**src/sv/glb2_pkg.sv**
```systemverilog
package glb2_pkg;

	// input command codes
	localparam logic [1:0] CMD_STRING = 2'd0;
	localparam logic [1:0] CMD_CHAR   = 2'd1;
	localparam logic [1:0] CMD_BYTE   = 2'd2;

	// string phase codes
	localparam logic [1:0] PH_IDLE    = 2'd0;
	localparam logic [1:0] PH_ACTIVE  = 2'd1;
	localparam logic [1:0] PH_GLYPH   = 2'd2;
	localparam logic [1:0] PH_STOPPED = 2'd3;

	// configuration register indexes
	localparam int unsigned CfgIdxW  = 3;
	localparam int unsigned CfgDataW = 11;
	localparam logic [CfgIdxW-1:0] REG_COLOR_ZERO    = 3'd0;
	localparam logic [CfgIdxW-1:0] REG_COLOR_ONE     = 3'd1;
	localparam logic [CfgIdxW-1:0] REG_COLOR_TWO     = 3'd2;
	localparam logic [CfgIdxW-1:0] REG_COLOR_THREE   = 3'd3;
	localparam logic [CfgIdxW-1:0] REG_TRANSPARENT   = 3'd4;
	localparam logic [CfgIdxW-1:0] REG_SPACING       = 3'd5;
	localparam logic [CfgIdxW-1:0] REG_TARGET_WIDTH  = 3'd6;
	localparam logic [CfgIdxW-1:0] REG_TARGET_HEIGHT = 3'd7;

	// register reset values
	localparam logic [7:0]  RST_COLOR_ZERO    = 8'd0;
	localparam logic [7:0]  RST_COLOR_ONE     = 8'd15;
	localparam logic [7:0]  RST_COLOR_TWO     = 8'd7;
	localparam logic [7:0]  RST_COLOR_THREE   = 8'd8;
	localparam logic [7:0]  RST_TRANSPARENT   = 8'd0;
	localparam logic [4:0]  RST_SPACING       = 5'd0;
	localparam logic [10:0] RST_TARGET_WIDTH  = 11'd320;
	localparam logic [10:0] RST_TARGET_HEIGHT = 11'd200;

	// largest usable destination extent
	localparam logic [10:0] LIMIT_MAX = 11'd1024;

	typedef struct packed {
		logic [1:0]         cmd;
		logic [9:0]         start_x;
		logic signed [10:0] start_y;
		logic [7:0]         font_height;
		logic [7:0]         glyph_cols;
		logic [7:0]         glyph_byte;
	} item_t;

	typedef struct packed {
		logic [9:0]         pixel_x;
		logic [9:0]         pixel_y;
		logic [7:0]         pixel_color;
		logic               write_enable;
		logic               char_done;
		logic               stopped;
		logic signed [11:0] end_x;
		logic               last;
	} result_t;

	// controller to datapath
	typedef struct packed {
		logic capture;
		logic decode;
		logic emit;
	} ctrl_cmd_t;

	// datapath to controller
	typedef struct packed {
		logic has_results;
		logic slot_free;
		logic last_emit;
	} dp_stat_t;

endpackage

```
**src/sv/glb2_if.sv**
```systemverilog
interface glb2_item_if;
	logic               valid;
	logic               ready;
	logic [1:0]         cmd;
	logic [9:0]         start_x;
	logic signed [10:0] start_y;
	logic [7:0]         font_height;
	logic [7:0]         glyph_cols;
	logic [7:0]         glyph_byte;

	modport source (output valid, cmd, start_x, start_y, font_height, glyph_cols, glyph_byte,
		input ready);
	modport sink (input valid, cmd, start_x, start_y, font_height, glyph_cols, glyph_byte,
		output ready);
endinterface

interface glb2_result_if;
	logic               valid;
	logic               ready;
	logic [9:0]         pixel_x;
	logic [9:0]         pixel_y;
	logic [7:0]         pixel_color;
	logic               write_enable;
	logic               char_done;
	logic               stopped;
	logic signed [11:0] end_x;
	logic               last;

	modport source (output valid, pixel_x, pixel_y, pixel_color, write_enable, char_done,
		stopped, end_x, last, input ready);
	modport sink (input valid, pixel_x, pixel_y, pixel_color, write_enable, char_done,
		stopped, end_x, last, output ready);
endinterface

interface glb2_cfg_if;
	logic        valid;
	logic        ready;
	logic [2:0]  index;
	logic [10:0] data;

	modport source (output valid, index, data, input ready);
	modport sink (input valid, index, data, output ready);
endinterface

```
**src/sv/glb2_ctrl.sv**
```systemverilog
module glb2_ctrl (
	input  logic                  clk,
	input  logic                  arst_n,
	input  logic                  item_valid,
	output logic                  item_ready,
	input  glb2_pkg::dp_stat_t    stat,
	output glb2_pkg::ctrl_cmd_t   cmd
);

	localparam logic [1:0] ST_WAIT   = 2'd0;
	localparam logic [1:0] ST_DECODE = 2'd1;
	localparam logic [1:0] ST_EMIT   = 2'd2;

	logic [1:0] state_q;
	logic [1:0] state_d;

	// next state and commands
	always_comb begin
		state_d     = state_q;
		item_ready  = 1'b0;
		cmd.capture = 1'b0;
		cmd.decode  = 1'b0;
		cmd.emit    = 1'b0;
		unique case (state_q)
			ST_WAIT: begin
				item_ready  = 1'b1;
				cmd.capture = item_valid;
				if (item_valid) begin
					state_d = ST_DECODE;
				end
			end
			ST_DECODE: begin
				cmd.decode = 1'b1;
				state_d    = stat.has_results ? ST_EMIT : ST_WAIT;
			end
			ST_EMIT: begin
				cmd.emit = stat.slot_free;
				if (stat.slot_free && stat.last_emit) begin
					state_d = ST_WAIT;
				end
			end
			default: begin
				state_d = ST_WAIT;
			end
		endcase
	end

	always_ff @(posedge clk or negedge arst_n) begin
		if (!arst_n) begin
			state_q <= ST_WAIT;
		end else begin
			state_q <= state_d;
		end
	end

endmodule

```
**src/sv/glb2_dp.sv**
```systemverilog
module glb2_dp (
	input  logic                                  clk,
	input  logic                                  arst_n,
	input  glb2_pkg::ctrl_cmd_t                   cmd,
	output glb2_pkg::dp_stat_t                    stat,
	input  glb2_pkg::item_t                       item_in,
	input  logic                                  cfg_we,
	input  logic [glb2_pkg::CfgIdxW-1:0]          cfg_index,
	input  logic [glb2_pkg::CfgDataW-1:0]         cfg_data,
	input  logic                                  res_ready,
	output logic                                  res_valid,
	output glb2_pkg::result_t                     res
);

	// configuration registers
	logic [7:0]  color_zero_q, color_one_q, color_two_q, color_three_q, transp_q;
	logic [4:0]  spacing_q;
	logic [10:0] tgt_w_q, tgt_h_q;

	// string state
	logic [1:0]  phase_q;
	logic [11:0] pen_q;
	logic [10:0] stop_q;
	logic [7:0]  skip_rows_q;
	logic [7:0]  vis_rows_q;
	logic [9:0]  row_y_q;
	logic [7:0]  gw_q;
	logic [13:0] bskip_q;
	logic [7:0]  row_q;
	logic [7:0]  col_q;

	// captured request and emit sequencer
	glb2_pkg::item_t item_q;
	logic               em_status_q;
	logic [2:0]         em_left_q;
	logic signed [12:0] em_x_q;
	logic [9:0]         em_y_q;
	logic [7:0]         em_codes_q;
	logic               em_done_q;

	// result register
	glb2_pkg::result_t res_q;
	logic              res_valid_q;

	// clamped limits
	logic [10:0] lim_w, lim_h;
	assign lim_w = (tgt_w_q > glb2_pkg::LIMIT_MAX) ? glb2_pkg::LIMIT_MAX : tgt_w_q;
	assign lim_h = (tgt_h_q > glb2_pkg::LIMIT_MAX) ? glb2_pkg::LIMIT_MAX : tgt_h_q;

	// begin string: top and bottom clipping
	logic               y_neg;
	logic [10:0]        skip;
	logic [9:0]         y0;
	logic signed [11:0] rows_a, avail, rows;
	logic               str_stop;
	assign y_neg    = item_q.start_y[10];
	assign skip     = y_neg ? (~item_q.start_y + 11'd1) : 11'd0;
	assign y0       = y_neg ? 10'd0 : item_q.start_y[9:0];
	assign rows_a   = $signed({4'b0, item_q.font_height}) - $signed({1'b0, skip});
	assign avail    = $signed({1'b0, lim_h}) - $signed({2'b0, y0});
	assign str_stop = (rows_a <= 12'sd0) || (avail <= 12'sd0);
	assign rows     = (rows_a < avail) ? rows_a : avail;

	// begin character: right stop test and top skip byte count
	logic [1:0]         ph_in;
	logic signed [12:0] pen_right;
	logic               overrun;
	logic [8:0]         stride_sum;
	logic [14:0]        skip_prod;
	assign ph_in      = (phase_q == glb2_pkg::PH_GLYPH) ? glb2_pkg::PH_ACTIVE : phase_q;
	assign pen_right  = $signed({pen_q[11], pen_q}) + $signed({5'b0, item_q.glyph_cols});
	assign overrun    = pen_right >= $signed({2'b0, stop_q});
	assign stride_sum = {1'b0, item_q.glyph_cols} + 9'd3;
	assign skip_prod  = 15'(skip_rows_q) * 15'(stride_sum[8:2]);

	// glyph byte: pixels in this byte and row/column advance
	logic [7:0]  rem;
	logic [2:0]  npix;
	logic [8:0]  col_sum;
	logic        row_end;
	logic [8:0]  row_inc;
	logic        glyph_done;
	logic [11:0] pen_adv;
	assign rem        = gw_q - col_q;
	assign npix       = (rem > 8'd4) ? 3'd4 : rem[2:0];
	assign col_sum    = {1'b0, col_q} + {6'b0, npix};
	assign row_end    = col_sum >= {1'b0, gw_q};
	assign row_inc    = {1'b0, row_q} + 9'd1;
	assign glyph_done = row_end && (row_inc >= {1'b0, vis_rows_q});
	assign pen_adv    = pen_q + {4'b0, gw_q} + {{7{spacing_q[4]}}, spacing_q};

	logic is_string, is_char, is_draw_byte;
	assign is_string    = item_q.cmd == glb2_pkg::CMD_STRING;
	assign is_char      = item_q.cmd == glb2_pkg::CMD_CHAR;
	assign is_draw_byte = (item_q.cmd == glb2_pkg::CMD_BYTE) &&
		(phase_q == glb2_pkg::PH_GLYPH);

	assign stat.has_results = is_string || is_char || (is_draw_byte && (bskip_q == 14'd0));
	assign stat.slot_free   = !res_valid_q || res_ready;
	assign stat.last_emit   = em_left_q == 3'd1;

	// configuration writes
	always_ff @(posedge clk or negedge arst_n) begin
		if (!arst_n) begin
			color_zero_q  <= glb2_pkg::RST_COLOR_ZERO;
			color_one_q   <= glb2_pkg::RST_COLOR_ONE;
			color_two_q   <= glb2_pkg::RST_COLOR_TWO;
			color_three_q <= glb2_pkg::RST_COLOR_THREE;
			transp_q      <= glb2_pkg::RST_TRANSPARENT;
			spacing_q     <= glb2_pkg::RST_SPACING;
			tgt_w_q       <= glb2_pkg::RST_TARGET_WIDTH;
			tgt_h_q       <= glb2_pkg::RST_TARGET_HEIGHT;
		end else if (cfg_we) begin
			unique case (cfg_index)
				glb2_pkg::REG_COLOR_ZERO:    color_zero_q  <= cfg_data[7:0];
				glb2_pkg::REG_COLOR_ONE:     color_one_q   <= cfg_data[7:0];
				glb2_pkg::REG_COLOR_TWO:     color_two_q   <= cfg_data[7:0];
				glb2_pkg::REG_COLOR_THREE:   color_three_q <= cfg_data[7:0];
				glb2_pkg::REG_TRANSPARENT:   transp_q      <= cfg_data[7:0];
				glb2_pkg::REG_SPACING:       spacing_q     <= cfg_data[4:0];
				glb2_pkg::REG_TARGET_WIDTH:  tgt_w_q       <= cfg_data;
				glb2_pkg::REG_TARGET_HEIGHT: tgt_h_q       <= cfg_data;
				default: ;
			endcase
		end
	end

	// request capture
	always_ff @(posedge clk) begin
		if (cmd.capture) begin
			item_q <= item_in;
		end
	end

	// string state update on decode
	always_ff @(posedge clk or negedge arst_n) begin
		if (!arst_n) begin
			phase_q     <= glb2_pkg::PH_IDLE;
			pen_q       <= '0;
			stop_q      <= '0;
			skip_rows_q <= '0;
			vis_rows_q  <= '0;
			row_y_q     <= '0;
			gw_q        <= '0;
			bskip_q     <= '0;
			row_q       <= '0;
			col_q       <= '0;
		end else if (cmd.decode) begin
			priority if (is_string) begin
				stop_q  <= lim_w;
				col_q   <= '0;
				row_q   <= '0;
				bskip_q <= '0;
				gw_q    <= '0;
				if (str_stop) begin
					phase_q     <= glb2_pkg::PH_STOPPED;
					pen_q       <= '0;
					skip_rows_q <= '0;
					vis_rows_q  <= '0;
					row_y_q     <= '0;
				end else begin
					phase_q     <= glb2_pkg::PH_ACTIVE;
					pen_q       <= {2'b0, item_q.start_x};
					skip_rows_q <= skip[7:0];
					vis_rows_q  <= rows[7:0];
					row_y_q     <= y0;
				end
			end else if (is_char) begin
				phase_q <= ph_in;
				if ((ph_in == glb2_pkg::PH_ACTIVE) && (item_q.glyph_cols != 8'd0)) begin
					if (overrun) begin
						phase_q <= glb2_pkg::PH_STOPPED;
					end else begin
						phase_q <= glb2_pkg::PH_GLYPH;
						gw_q    <= item_q.glyph_cols;
						bskip_q <= skip_prod[13:0];
						row_q   <= '0;
						col_q   <= '0;
					end
				end
			end else if (is_draw_byte) begin
				if (bskip_q != 14'd0) begin
					bskip_q <= bskip_q - 14'd1;
				end else begin
					col_q <= row_end ? 8'd0 : col_sum[7:0];
					if (row_end) begin
						row_q <= row_inc[7:0];
					end
					if (glyph_done) begin
						phase_q <= glb2_pkg::PH_ACTIVE;
						pen_q   <= pen_adv;
					end
				end
			end else begin
			end
		end
	end

	// emit sequencer: status or one pixel per step
	always_ff @(posedge clk or negedge arst_n) begin
		if (!arst_n) begin
			em_left_q <= '0;
		end else if (cmd.decode) begin
			em_left_q <= is_draw_byte ? npix : 3'd1;
		end else if (cmd.emit) begin
			em_left_q <= em_left_q - 3'd1;
		end
	end

	always_ff @(posedge clk) begin
		if (cmd.decode) begin
			em_status_q <= !is_draw_byte;
			em_x_q      <= $signed({pen_q[11], pen_q}) + $signed({5'b0, col_q});
			em_y_q      <= row_y_q + {2'b0, row_q};
			em_codes_q  <= item_q.glyph_byte;
			em_done_q   <= glyph_done;
		end else if (cmd.emit) begin
			em_x_q     <= em_x_q + 13'sd1;
			em_codes_q <= {em_codes_q[5:0], 2'b00};
		end
	end

	// palette lookup for the current code
	logic [7:0] pix_color;
	always_comb begin
		unique case (em_codes_q[7:6])
			2'd0:    pix_color = color_zero_q;
			2'd1:    pix_color = color_one_q;
			2'd2:    pix_color = color_two_q;
			default: pix_color = color_three_q;
		endcase
	end

	// result register
	always_ff @(posedge clk) begin
		if (cmd.emit) begin
			res_q.end_x <= $signed(pen_q);
			res_q.last  <= em_left_q == 3'd1;
			if (em_status_q) begin
				res_q.pixel_x      <= '0;
				res_q.pixel_y      <= '0;
				res_q.pixel_color  <= '0;
				res_q.write_enable <= 1'b0;
				res_q.char_done    <= 1'b0;
				res_q.stopped      <= phase_q == glb2_pkg::PH_STOPPED;
			end else begin
				res_q.pixel_x      <= em_x_q[12] ? 10'd0 : em_x_q[9:0];
				res_q.pixel_y      <= em_y_q;
				res_q.pixel_color  <= pix_color;
				res_q.write_enable <= (pix_color != transp_q) && !em_x_q[12];
				res_q.char_done    <= em_done_q && (em_left_q == 3'd1);
				res_q.stopped      <= 1'b0;
			end
		end
	end

	always_ff @(posedge clk or negedge arst_n) begin
		if (!arst_n) begin
			res_valid_q <= 1'b0;
		end else if (cmd.emit) begin
			res_valid_q <= 1'b1;
		end else if (res_ready) begin
			res_valid_q <= 1'b0;
		end
	end

	assign res_valid = res_valid_q;
	assign res       = res_q;

endmodule

```
**src/sv/glyph_blitter_2bpp_clipped.sv**
```systemverilog
// Text blitter for 2-bit-per-pixel fonts with top, bottom and right clipping.
// Requests on item are begin-string, begin-character and packed glyph bytes;
// each begin request returns one status result, each visible glyph byte returns
// one pixel result per code inside the glyph width (1 to 4), and top-clipped
// bytes return nothing. One request is handled at a time: an accepted request
// is decoded, then its results are loaded into the single result register,
// one result per cycle while the result port does not stall; a top-clipped or
// dropped byte goes from decode straight back to waiting. Configuration writes
// are taken in any cycle (cfg.ready is always high) but must only be issued
// while idle.
module glyph_blitter_2bpp_clipped (
	input logic           clk,
	input logic           arst_n,
	glb2_item_if.sink     item,
	glb2_result_if.source result,
	glb2_cfg_if.sink      cfg
);

	glb2_pkg::ctrl_cmd_t ctrl_cmd;
	glb2_pkg::dp_stat_t  dp_stat;
	glb2_pkg::item_t     item_bus;
	glb2_pkg::result_t   res_bus;
	logic                item_rdy;
	logic                res_vld;

	assign item_bus.cmd         = item.cmd;
	assign item_bus.start_x     = item.start_x;
	assign item_bus.start_y     = item.start_y;
	assign item_bus.font_height = item.font_height;
	assign item_bus.glyph_cols  = item.glyph_cols;
	assign item_bus.glyph_byte  = item.glyph_byte;

	assign item.ready = item_rdy;
	assign cfg.ready  = 1'b1;

	glb2_ctrl u_ctrl (
		.clk        (clk),
		.arst_n     (arst_n),
		.item_valid (item.valid),
		.item_ready (item_rdy),
		.stat       (dp_stat),
		.cmd        (ctrl_cmd)
	);

	glb2_dp u_dp (
		.clk       (clk),
		.arst_n    (arst_n),
		.cmd       (ctrl_cmd),
		.stat      (dp_stat),
		.item_in   (item_bus),
		.cfg_we    (cfg.valid),
		.cfg_index (cfg.index),
		.cfg_data  (cfg.data),
		.res_ready (result.ready),
		.res_valid (res_vld),
		.res       (res_bus)
	);

	// result port
	assign result.valid        = res_vld;
	assign result.pixel_x      = res_bus.pixel_x;
	assign result.pixel_y      = res_bus.pixel_y;
	assign result.pixel_color  = res_bus.pixel_color;
	assign result.write_enable = res_bus.write_enable;
	assign result.char_done    = res_bus.char_done;
	assign result.stopped      = res_bus.stopped;
	assign result.end_x        = res_bus.end_x;
	assign result.last         = res_bus.last;

	// an accepted request is always decoded before the next is taken
	a_one_at_a_time: assert property (@(posedge clk) disable iff (!arst_n)
		(item.valid && item.ready) |=> !item.ready)
		else $error("request accepted while previous still in decode");

	// a stopped status is never a pixel write and always closes its request
	a_stopped_status: assert property (@(posedge clk) disable iff (!arst_n)
		(result.valid && result.stopped) |-> (!result.write_enable && result.last))
		else $error("stopped flag on a pixel result");

	// glyph completion only on the final pixel of a byte
	a_done_is_last: assert property (@(posedge clk) disable iff (!arst_n)
		(result.valid && result.char_done) |-> result.last)
		else $error("char_done before the last pixel of the byte");

	// nothing is emitted while a request waits for decode
	a_no_emit_in_decode: assert property (@(posedge clk) disable iff (!arst_n)
		ctrl_cmd.decode |-> !ctrl_cmd.emit && !ctrl_cmd.capture)
		else $error("emit or capture during decode");

endmodule
```
**src/flat_wrapper.sv**
```systemverilog
// flat-port wrapper written by rule: the top's interface ports become plain ports
module glyph_blitter_2bpp_clipped_flat 
  (clk, arst_n, item_valid, item_cmd, item_start_x, item_start_y, item_font_height, item_glyph_cols, item_glyph_byte, item_ready, result_valid, result_pixel_x, result_pixel_y, result_pixel_color, result_write_enable, result_char_done, result_stopped, result_end_x, result_last, result_ready, cfg_valid, cfg_index, cfg_data, cfg_ready);
  glb2_item_if item_i ();
  glb2_result_if result_i ();
  glb2_cfg_if cfg_i ();
  input logic clk;
  input logic arst_n;
  input wire logic [$bits(item_i.valid)-1:0] item_valid;
  input wire logic [$bits(item_i.cmd)-1:0] item_cmd;
  input wire logic [$bits(item_i.start_x)-1:0] item_start_x;
  input wire logic [$bits(item_i.start_y)-1:0] item_start_y;
  input wire logic [$bits(item_i.font_height)-1:0] item_font_height;
  input wire logic [$bits(item_i.glyph_cols)-1:0] item_glyph_cols;
  input wire logic [$bits(item_i.glyph_byte)-1:0] item_glyph_byte;
  output wire logic [$bits(item_i.ready)-1:0] item_ready;
  output wire logic [$bits(result_i.valid)-1:0] result_valid;
  output wire logic [$bits(result_i.pixel_x)-1:0] result_pixel_x;
  output wire logic [$bits(result_i.pixel_y)-1:0] result_pixel_y;
  output wire logic [$bits(result_i.pixel_color)-1:0] result_pixel_color;
  output wire logic [$bits(result_i.write_enable)-1:0] result_write_enable;
  output wire logic [$bits(result_i.char_done)-1:0] result_char_done;
  output wire logic [$bits(result_i.stopped)-1:0] result_stopped;
  output wire logic [$bits(result_i.end_x)-1:0] result_end_x;
  output wire logic [$bits(result_i.last)-1:0] result_last;
  input wire logic [$bits(result_i.ready)-1:0] result_ready;
  input wire logic [$bits(cfg_i.valid)-1:0] cfg_valid;
  input wire logic [$bits(cfg_i.index)-1:0] cfg_index;
  input wire logic [$bits(cfg_i.data)-1:0] cfg_data;
  output wire logic [$bits(cfg_i.ready)-1:0] cfg_ready;
  assign item_i.valid = item_valid;
  assign item_i.cmd = item_cmd;
  assign item_i.start_x = item_start_x;
  assign item_i.start_y = item_start_y;
  assign item_i.font_height = item_font_height;
  assign item_i.glyph_cols = item_glyph_cols;
  assign item_i.glyph_byte = item_glyph_byte;
  assign item_ready = item_i.ready;
  assign result_valid = result_i.valid;
  assign result_pixel_x = result_i.pixel_x;
  assign result_pixel_y = result_i.pixel_y;
  assign result_pixel_color = result_i.pixel_color;
  assign result_write_enable = result_i.write_enable;
  assign result_char_done = result_i.char_done;
  assign result_stopped = result_i.stopped;
  assign result_end_x = result_i.end_x;
  assign result_last = result_i.last;
  assign result_i.ready = result_ready;
  assign cfg_i.valid = cfg_valid;
  assign cfg_i.index = cfg_index;
  assign cfg_i.data = cfg_data;
  assign cfg_ready = cfg_i.ready;
  glyph_blitter_2bpp_clipped u_core (.clk(clk), .arst_n(arst_n), .item(item_i), .result(result_i), .cfg(cfg_i));
endmodule
```
**config.mk**
```make
export PLATFORM = sky130hd
export DESIGN_NAME = glyph_blitter_2bpp_clipped_flat
export DESIGN_NICKNAME = d
export VERILOG_FILES = /design/src/sv/glb2_pkg.sv /design/src/sv/glb2_if.sv /design/src/sv/glb2_ctrl.sv /design/src/sv/glb2_dp.sv /design/src/sv/glyph_blitter_2bpp_clipped.sv /design/src/flat_wrapper.sv
export SDC_FILE = /design/constraint.sdc
export NUM_CORES = 1
export LEC_CHECK = 0
export BUFFER_PORTS_ARGS = -buffer_cell sky130_fd_sc_hd__buf_2
export CORE_UTILIZATION = 65
export CTS_CLUSTER_DIAMETER = 150
export CTS_CLUSTER_SIZE = 25
export DETAILED_ROUTE_END_ITERATION = 6
export HOLD_SLACK_MARGIN = 0.02
export PLACE_DENSITY_LB_ADDON = 0.15
export SLEW_MARGIN = 20
export SYNTH_ARGS = -nofsm -noshare
export SYNTH_HDL_FRONTEND = slang
export SYNTH_SLANG_ARGS = --single-unit
```
**constraint.sdc**
```tcl
create_clock -name clk -period 13.9 [get_ports clk]
set_input_delay 0 -clock clk [delete_from_list [all_inputs] [get_ports clk]]
set_output_delay 0 -clock clk [all_outputs]
set_load 0.005 [all_outputs]
```
==> run_results.csv, run 1 <==
group,metric,value,unit
status,status,"finished, final reports clean",
sta,setup_viol,0,
setup_path,ff2ff_setup_slack,8.01,ns
setup_path,setup.worst_path.class,"reg -> reg",
setup_path,worst_setup_path_end_kind,"register",
die,rows,60,
place,globalplace.congestion,0.919,
clocking,postCtsSetupRepairBufs,0,
setup_path,crit_fanout,8,
detailed_routing,vias,13600,
setup_path,critPathMaxStageDelay,0.52,ns
die,dieWidth,169,um
global_routing,grt-ovfl-total,0,
detailed_routing,drtPass1Iterations,7,
sta,skew,0.0188,ns
setup_path,crit_family,"adder cells",
sta,fin_crit,5.89,ns
power,ir_drop,133,uV
sta,rsz0062_at_grt,"false",
synthesis,syn_nets,1973,
power,powerDensity,199,mW/mm2
place,dp.cells,2162,
hold_path,hp-class,"in -> async",
synthesis,ys.flop_type,"dfrtp_1",
detailed_routing,vias_per_cell,6.04,
global_routing,grt.total_usage,30.9,%
detailed_routing,drt_iter0_drc,933,
sta,finalSetupTns,0,ns
clocking,cts_root_buf,"clkbuf_16",
synthesis,synth.ff_latch_count,286,
setup_path,worstReg2RegEnd,"u_core.u_dp.bskip_q[13]",
setup_path,cp.arrival,6.29,ns
synthesis,synth.cell_area,0.0182,mm2
setup_path,worstSetupStartpointType,"register",
global_routing,grt_pass1_wl,69000,um
layout,seqCellArea,0.00779,mm2
clocking,clockBufferDepth,3,
sta,max_freq,170,MHz
layout,syn_to_final_growth,10.9,%
setup_path,crit_path_top_delay_cell,"xnor2_1",
clocking,hold_buffers,61,
layout,postLayoutCoreUtil,74.2,%
place,port_buffers,111,
layout,post_layout_nonfiller_instances,2250,
synthesis,ys_types,82,
power,power,4020,uW
layout,multi_input_area,0.00968,mm2
synthesis,async_flop_share,56.6,%
setup_path,crit_chain,"o21a_1 > nand3_1 > nor2_1 > nand2_1 > xnor2_1 > nand2_1 > fa_1 > inv_1 > fa_1 > fa_1 > fa_1 > ha_1 > a21o_1 > a31oi_1 > o2111ai_1 > a21o_1 > a21oi_1 > xnor2_1 > a221o_1",
global_routing,grt_max_degree,88,
sta,relSlewSlack,31.3,%
synthesis,syn_area_per_cell,10.6,um2
detailed_routing,ant_nets,0,
die,initial_utilization,66.9,%
clocking,cts.htree.levels,1,
die,die-area,0.0286,mm2
setup_path,crit_buf_inv,1,
die,core-area,0.0272,mm2
global_routing,grt_pass1_vias,13200,
clocking,cts.reportedPaths.clkPinSlew,0.10,ns
setup_path,worst-path-stages,19,
clocking,cts.sinks,286,
layout,drive_gt1_share,14.7,%
detailed_routing,drc,0,
setup_path,timing.rr.start,"u_core.u_dp.item_q[9]",
clocking,cts_tree,"done",
power,p_leak,0.00881,uW
place,hpwl,32000,um
clocking,ctsResizeCount,0,
layout,finalNetCount,2122,
job,max_cap_viol_count,0,
synthesis,synth_edf_count,124,
synthesis,ys.warnings.count,0,
synthesis,synth_cells,1719,
detailed_routing,wl_per_cell,19.4,um
setup_path,cp.required,14.30,ns
sta,hold_violations,0,
sta,slew_viol_final,0,
sta,period_share,42.4,%
place,postPlaceCellArea,0.0191,mm2
sta,tightestPinTransition,1.03,ns
layout,n_fill_cell,1948,
die,die_h,169,um
global_routing,grt_antenna_before_repair,0,
layout,design_area,0.0202,mm2
clocking,cts_inserted_buffers,15,
die,ios,113,
setup_path,rr_worst_depth,19,
synthesis,yosysSeqAreaShare,42.9,%
clocking,clock_latency,0.51,ns
detailed_routing,route.final.wire_length,43600,um
setup_path,crit_top_cell,"fa_1",
==> metal layers <==
| layer | part of all wire, % | global-route usage, % | wire length [um] |
|---|---|---|---|
| met5 | 0 | 0 | 0 |
| met4 | 3.3 | 10.4 | 1430 |
| met3 | 6.7 | 4.66 | 2920 |
| met2 | 46 | 49.9 | 19900 |
| met1 | 44 | 42.9 | 19300 |
==> state kept, by name, summed over array words and instances (netlist names), 10 cells and up <==
register             cells
u_core.u_dp.tgt_w_q     11
u_core.u_dp.stop_q      11
u_core.u_dp.pen_q       12
u_core.u_dp.em_x_q      13
u_core.u_dp.bskip_q     14
u_core.u_dp.em_y_q      10
u_core.u_dp.tgt_h_q     11
u_core.u_dp.res         44
u_core.u_dp.row_y_q     10
u_core.u_dp.item_q      47
==> worst max path at each step <==
| stage | from | end | slack [ns] |
|---|---|---|---|
| 3_5_place_dp | u_core.u_dp.item_q[9] | u_core.u_dp.bskip_q[13] | 8.09 |
| 4_1_cts | u_core.u_dp.item_q[9] | u_core.u_dp.bskip_q[13] | 8.06 |
| 6_report | u_core.u_dp.item_q[9] | u_core.u_dp.bskip_q[13] | 8.01 |
| 5_1_grt | u_core.u_dp.item_q[9] | u_core.u_dp.bskip_q[13] | 7.69 |
| 2_1_floorplan | u_core.u_dp.gw_q[0] | u_core.u_dp.pen_q[0] | 8.62 |
| 3_3_place_gp | u_core.u_dp.item_q[9] | u_core.u_dp.bskip_q[13] | 8.31 |
==> layout by cell type (no fill, tap or decap), drive strengths merged, types with 7 or more instances in the layout <==
cell type,n
o21ai,104
and2,38
clkbuf,24
nand3b,13
a221o,8
o211ai,7
a21oi,51
xnor2,61
o21a,13
nor2,69
or4,9
mux2i,10
fa,44
and3,12
mux2,69
nand2,179
a31oi,16
or3,12
mux4,8
edfxtp,124
inv,136
ha,144
nor3,23
dfstp,13
or2,16
a22o,23
xor2,37
nand3,39
dfrtp,149
a211oi,8
nor4,10
nand2b,27
buf,127
dlygate4sd3,61
nor2b,47
o31ai,33
a21o,25
==> cell type report <==
| type | instances | share of cell area [%] |
|---|---|---|
| clock buffer | 24 | 2.03 |
| clock inverter | 1 | 0.0806 |
| timing repair buffer | 188 | 6.41 |
| sequential | 286 | 38.6 |
| multi-input combinational | 1241 | 48.0 |
| inverter | 136 | 2.53 |
| tap | 372 | 2.31 |
| antenna | 2 | 0.0248 |
==> synthesized netlist by cell type, types with 13 or more instances <==
| cell | count | area, um2 |
|---|---|---|
| a21o_1 | 25 | 188 |
| a21oi_1 | 51 | 255 |
| a22o_1 | 23 | 201 |
| a31oi_1 | 16 | 100 |
| and2_1 | 37 | 231 |
| clkbuf_1 | 43 | 161 |
| dfrtp_1 | 149 | 3730 |
| dfstp_2 | 13 | 342 |
| edfxtp_1 | 124 | 3720 |
| fa_1 | 44 | 881 |
| ha_1 | 144 | 1800 |
| inv_1 | 135 | 507 |
| mux2_2 | 69 | 777 |
| nand2_1 | 179 | 672 |
| nand2b_1 | 27 | 169 |
| nand3_1 | 39 | 195 |
| nand3b_1 | 13 | 97.6 |
| nor2_1 | 69 | 259 |
| nor2b_1 | 47 | 294 |
| nor3_1 | 23 | 115 |
| o21a_1 | 13 | 97.6 |
| o21ai_0 | 99 | 495 |
| o31ai_1 | 17 | 128 |
| o31ai_2 | 15 | 188 |
| or2_2 | 15 | 93.8 |
| xnor2_1 | 61 | 534 |
| xor2_1 | 37 | 324 |
==> worst register-to-register path, stage by stage (launching register included) <==
cell       delay [ns]
edfxtp_1         0.49
o21a_1           0.24
nand3_1          0.14
nor2_1           0.21
nand2_1          0.10
xnor2_1          0.52
nand2_1          0.16
fa_1             0.52
inv_1            0.05
fa_1             0.50
fa_1             0.52
fa_1             0.50
ha_1             0.38
a21o_1           0.18
a31oi_1          0.22
o2111ai_1        0.21
a21o_1           0.22
a21oi_1          0.17
xnor2_1          0.10
a221o_1          0.35
==> per-stage QoR <==
step	worst slack (ns)	hold slack, ns
after floorplan	8.62	-0.296
after global placement	8.31	0.140
after detailed placement	8.09	0.146
after CTS	8.06	0.125
after global routing	7.69	0.160
final	8.01	0.109
==> logic make-up after synthesis <==
kind of cell               Yosys count  synth area share, %
DFF                                286                 42.9
and+or+nand+nor                    516                 14.3
muxes                               87                 5.81
adders and majority gates          188                 14.8
AOI/OAI and AO/OA                  351                 13.4
xor gates and xnor gates            98                 4.72
other                                1               0.0206
buffers and inverters              192                 4.12
==> power breakdown <==
part / internal [uW] / total [uW] / switching (uW)
Combinational: 915 / 2100 / 1180
Sequential: 1190 / 1450 / 254
Clock: 208 / 480 / 272
Total: 2310 / 4020 / 1710
Power figures use the tool's default switching activity.
==> run 2: changes to the inputs <==
--- a/config.mk
+++ b/config.mk
@@ -5,8 +5,9 @@
 export SDC_FILE = /design/constraint.sdc
 export NUM_CORES = 1
 export LEC_CHECK = 0
+export ABC_AREA = 1
 export BUFFER_PORTS_ARGS = -buffer_cell sky130_fd_sc_hd__buf_2
-export CORE_UTILIZATION = 65
+export CORE_UTILIZATION = 56
 export CTS_CLUSTER_DIAMETER = 150
 export CTS_CLUSTER_SIZE = 25
 export DETAILED_ROUTE_END_ITERATION = 6
==> constraint.sdc (replaced) <==
create_clock -name clk -period 4.9 [get_ports clk]
set_input_delay 0 -clock clk [delete_from_list [all_inputs] [get_ports clk]]
set_output_delay 0 -clock clk [all_outputs]
set_load 0.005 [all_outputs]
==> run_results.csv, run 2 <==
group,metric,value,unit
status,status,"finished, final reports clean",
die,die-area,0.0340,mm2
place,globalplace.congestion,0.943,
sta,period_share,99.5,%
detailed_routing,drt_iter0_drc,1125,
synthesis,synth.top_cells.by_area,"dfrtp_1 (20%), edfxtp_1 (20%), nand2_1 (12%)",
clocking,cts.reportedPaths.clkPinSlew,0.11,ns
layout,postLayoutCoreUtil,66.1,%
power,ir_drop,419,uV
clocking,cts_root_buf,"clkbuf_16",
die,dieWidth,185,um
die,core-area,0.0326,mm2
synthesis,synth.cell_area,0.0187,mm2
job,max_cap_viol_count,0,
synthesis,syn_nets,2536,
power,p_leak,0.0104,uW
sta,rsz0062_at_grt,"true",
place,postPlaceCellArea,0.0199,mm2
layout,layout_common_cells,"nand2_1 (568), inv_1 (315), nor2_1 (218), o21ai_0 (169), dfrtp_1 (148)",
place,dp.cells,2832,
die,ios,113,
hold_path,worstHoldPathCells,4,
sta,hold_violations,0,
layout,final_common_cell,"nand2_1",
synthesis,synth.ff_latch_count,286,
layout,n_fill_cell,2719,
global_routing,grt_max_degree,76,
detailed_routing,vias,15900,
synthesis,ys.warnings.count,0,
clocking,cts.sinks,286,
sta,fin_crit,4.87,ns
setup_path,cp.required,5.33,ns
global_routing,grt.total_usage,27.6,%
place,hpwl,34200,um
place,port_buffers,111,
setup_path,worstSetupStartpointType,"register",
synthesis,async_flop_share,56.6,%
sta,worst_hold_slack,0.0110,ns
detailed_routing,route.final.wire_length,46400,um
synthesis,syn_area_per_cell,8.17,um2
sta,slew_viol_final,0,
sta,max_freq,205,MHz
synthesis,yosysSeqAreaShare,41.8,%
power,power,11400,uW
setup_path,cp.arrival,5.31,ns
clocking,clockBufferDepth,3,
synthesis,synthTopCellsByCount,"nand2_1 (583), inv_1 (325), nor2_1 (234)",
synthesis,ys.flop_type,"dfrtp_1",
sta,tightestPinTransition,0.962,ns
synthesis,synth_edf_count,124,
global_routing,grt_pass1_wl,74500,um
setup_path,worst_setup_path_end_kind,"register",
layout,syn_to_final_growth,15.7,%
detailed_routing,wl_per_cell,15.8,um
hold_path,hp-class,"in -> reg",
synthesis,ys_types,54,
layout,top_register,"u_core.u_dp.item_q",
detailed_routing,vias_per_cell,5.40,
clocking,cts.htree.levels,1,
synthesis,synthDominantCellAreaShare,20.0,%
setup_path,critPathMaxStageDelay,0.53,ns
clocking,cts_inserted_buffers,15,
sta,skew,0.0238,ns
detailed_routing,ant_nets,0,
clocking,clock_latency,0.51,ns
sta,relSlewSlack,35.9,%
setup_path,crit_path_top_delay_cell,"fa_2",
clocking,cts_tree,"done",
die,initial_utilization,57.2,%
setup_path,setup.worst_path.class,"reg -> reg",
synthesis,yosysTopAreaCell,"dfrtp_1",
global_routing,grt_pass1_vias,15200,
setup_path,crit_fanout,6,
layout,design_area,0.0216,mm2
layout,post_layout_nonfiller_instances,2941,
global_routing,grt_antenna_before_repair,0,
sta,setup_viol,0,
detailed_routing,drc,0,
power,powerDensity,528,mW/mm2
global_routing,grt-ovfl-total,0,
die,rows,66,
detailed_routing,drtPass1Iterations,5,
layout,finalNetCount,2744,
synthesis,synth_cells,2282,
layout,antennaDiodeCount,0,
layout,drive_gt1_share,13.3,%
synthesis,yosysMostFrequentCell,"nand2_1",
die,die_h,185,um
setup_path,rr_worst_depth,29,
layout,largest_register_ffs,47,
[run 2: metal layers]
layer / GRT usage (%) / wire [um]
met5: 0 / 0
met4: 11.3 / 1890
met3: 2.71 / 2430
met2: 47.1 / 22100
met1: 36.0 / 20000
[run 2: logic make-up after synthesis]
family | count (synthesis) | synth area share [%]
flops | 286 | 41.8
compound gates | 344 | 10.1
xor+xnor | 68 | 3.19
other cells | 1 | 0.0201
buf+inv | 379 | 7.77
simple gates | 1016 | 22.7
fa+ha+maj | 188 | 14.4
[run 2: repair_timing]
action	in CTS	in global routing
gates resized for setup	8	109
hold endpoints to repair	162	0
pin swaps	5	68
endpoints found under the setup margin	21	40
setup buffers	1	13
hold buffers	69	0
[run 2: stage by stage]
step / worst slack [ns] / TNS (ns)
6_report: 0.0263 / 0
3_3_place_gp: -0.0112 / -0.0112
2_1_floorplan: 0.0826 / 0
4_1_cts: 0.00100 / 0
5_1_grt: -0.301 / -4.74
3_5_place_dp: -0.0933 / -0.675
[run 2: worst max-delay path, delay by kind of cell, from the launching register on]
family | cells | cell delay [ns]
and+or+nand+nor | 17 | 1.81
adders and majority gates | 5 | 1.58
DFF | 1 | 0.47
AOI/OAI and AO/OA | 3 | 0.42
buffers and inverters | 3 | 0.33
xor gates and xnor gates | 1 | 0.16
[run 2: layout make-up]
class | instances | area (um2) | area share, %
tap | 442 | 553 | 2.56
timing repair buffer | 237 | 1710 | 7.90
sequential | 286 | 7790 | 36.1
multi-input combinational | 1617 | 9830 | 45.6
clock buffer | 23 | 405 | 1.88
clock inverter | 3 | 26.3 | 0.122
inverter | 333 | 1260 | 5.83
[run 2: worst paths after layout]
path / start / to / slack (ns)
setup / recovery: u_core.u_dp.col_q[0] / u_core.u_dp.pen_q[6] / 0.03
hold / removal: cfg_index[2] / u_core.u_dp.tgt_h_q[9] / 0.01
setup reg to reg: u_core.u_dp.col_q[0] / u_core.u_dp.pen_q[6] / 0.03
hold reg to reg: u_core.u_dp.tgt_w_q[8] / u_core.u_dp.tgt_w_q[8] / 0.49
max in group asynchronous: arst_n / u_core.u_dp.col_q[0] / 3.80
min in group asynchronous: arst_n / u_core.u_dp.tgt_h_q[3] / 0.08
[run 2: power by group]
part,internal [uW],total [uW],switching (uW)
clock,592,1380,788
sequential,3300,3900,600
combinational,2360,6130,3760
total,6250,11400,5150
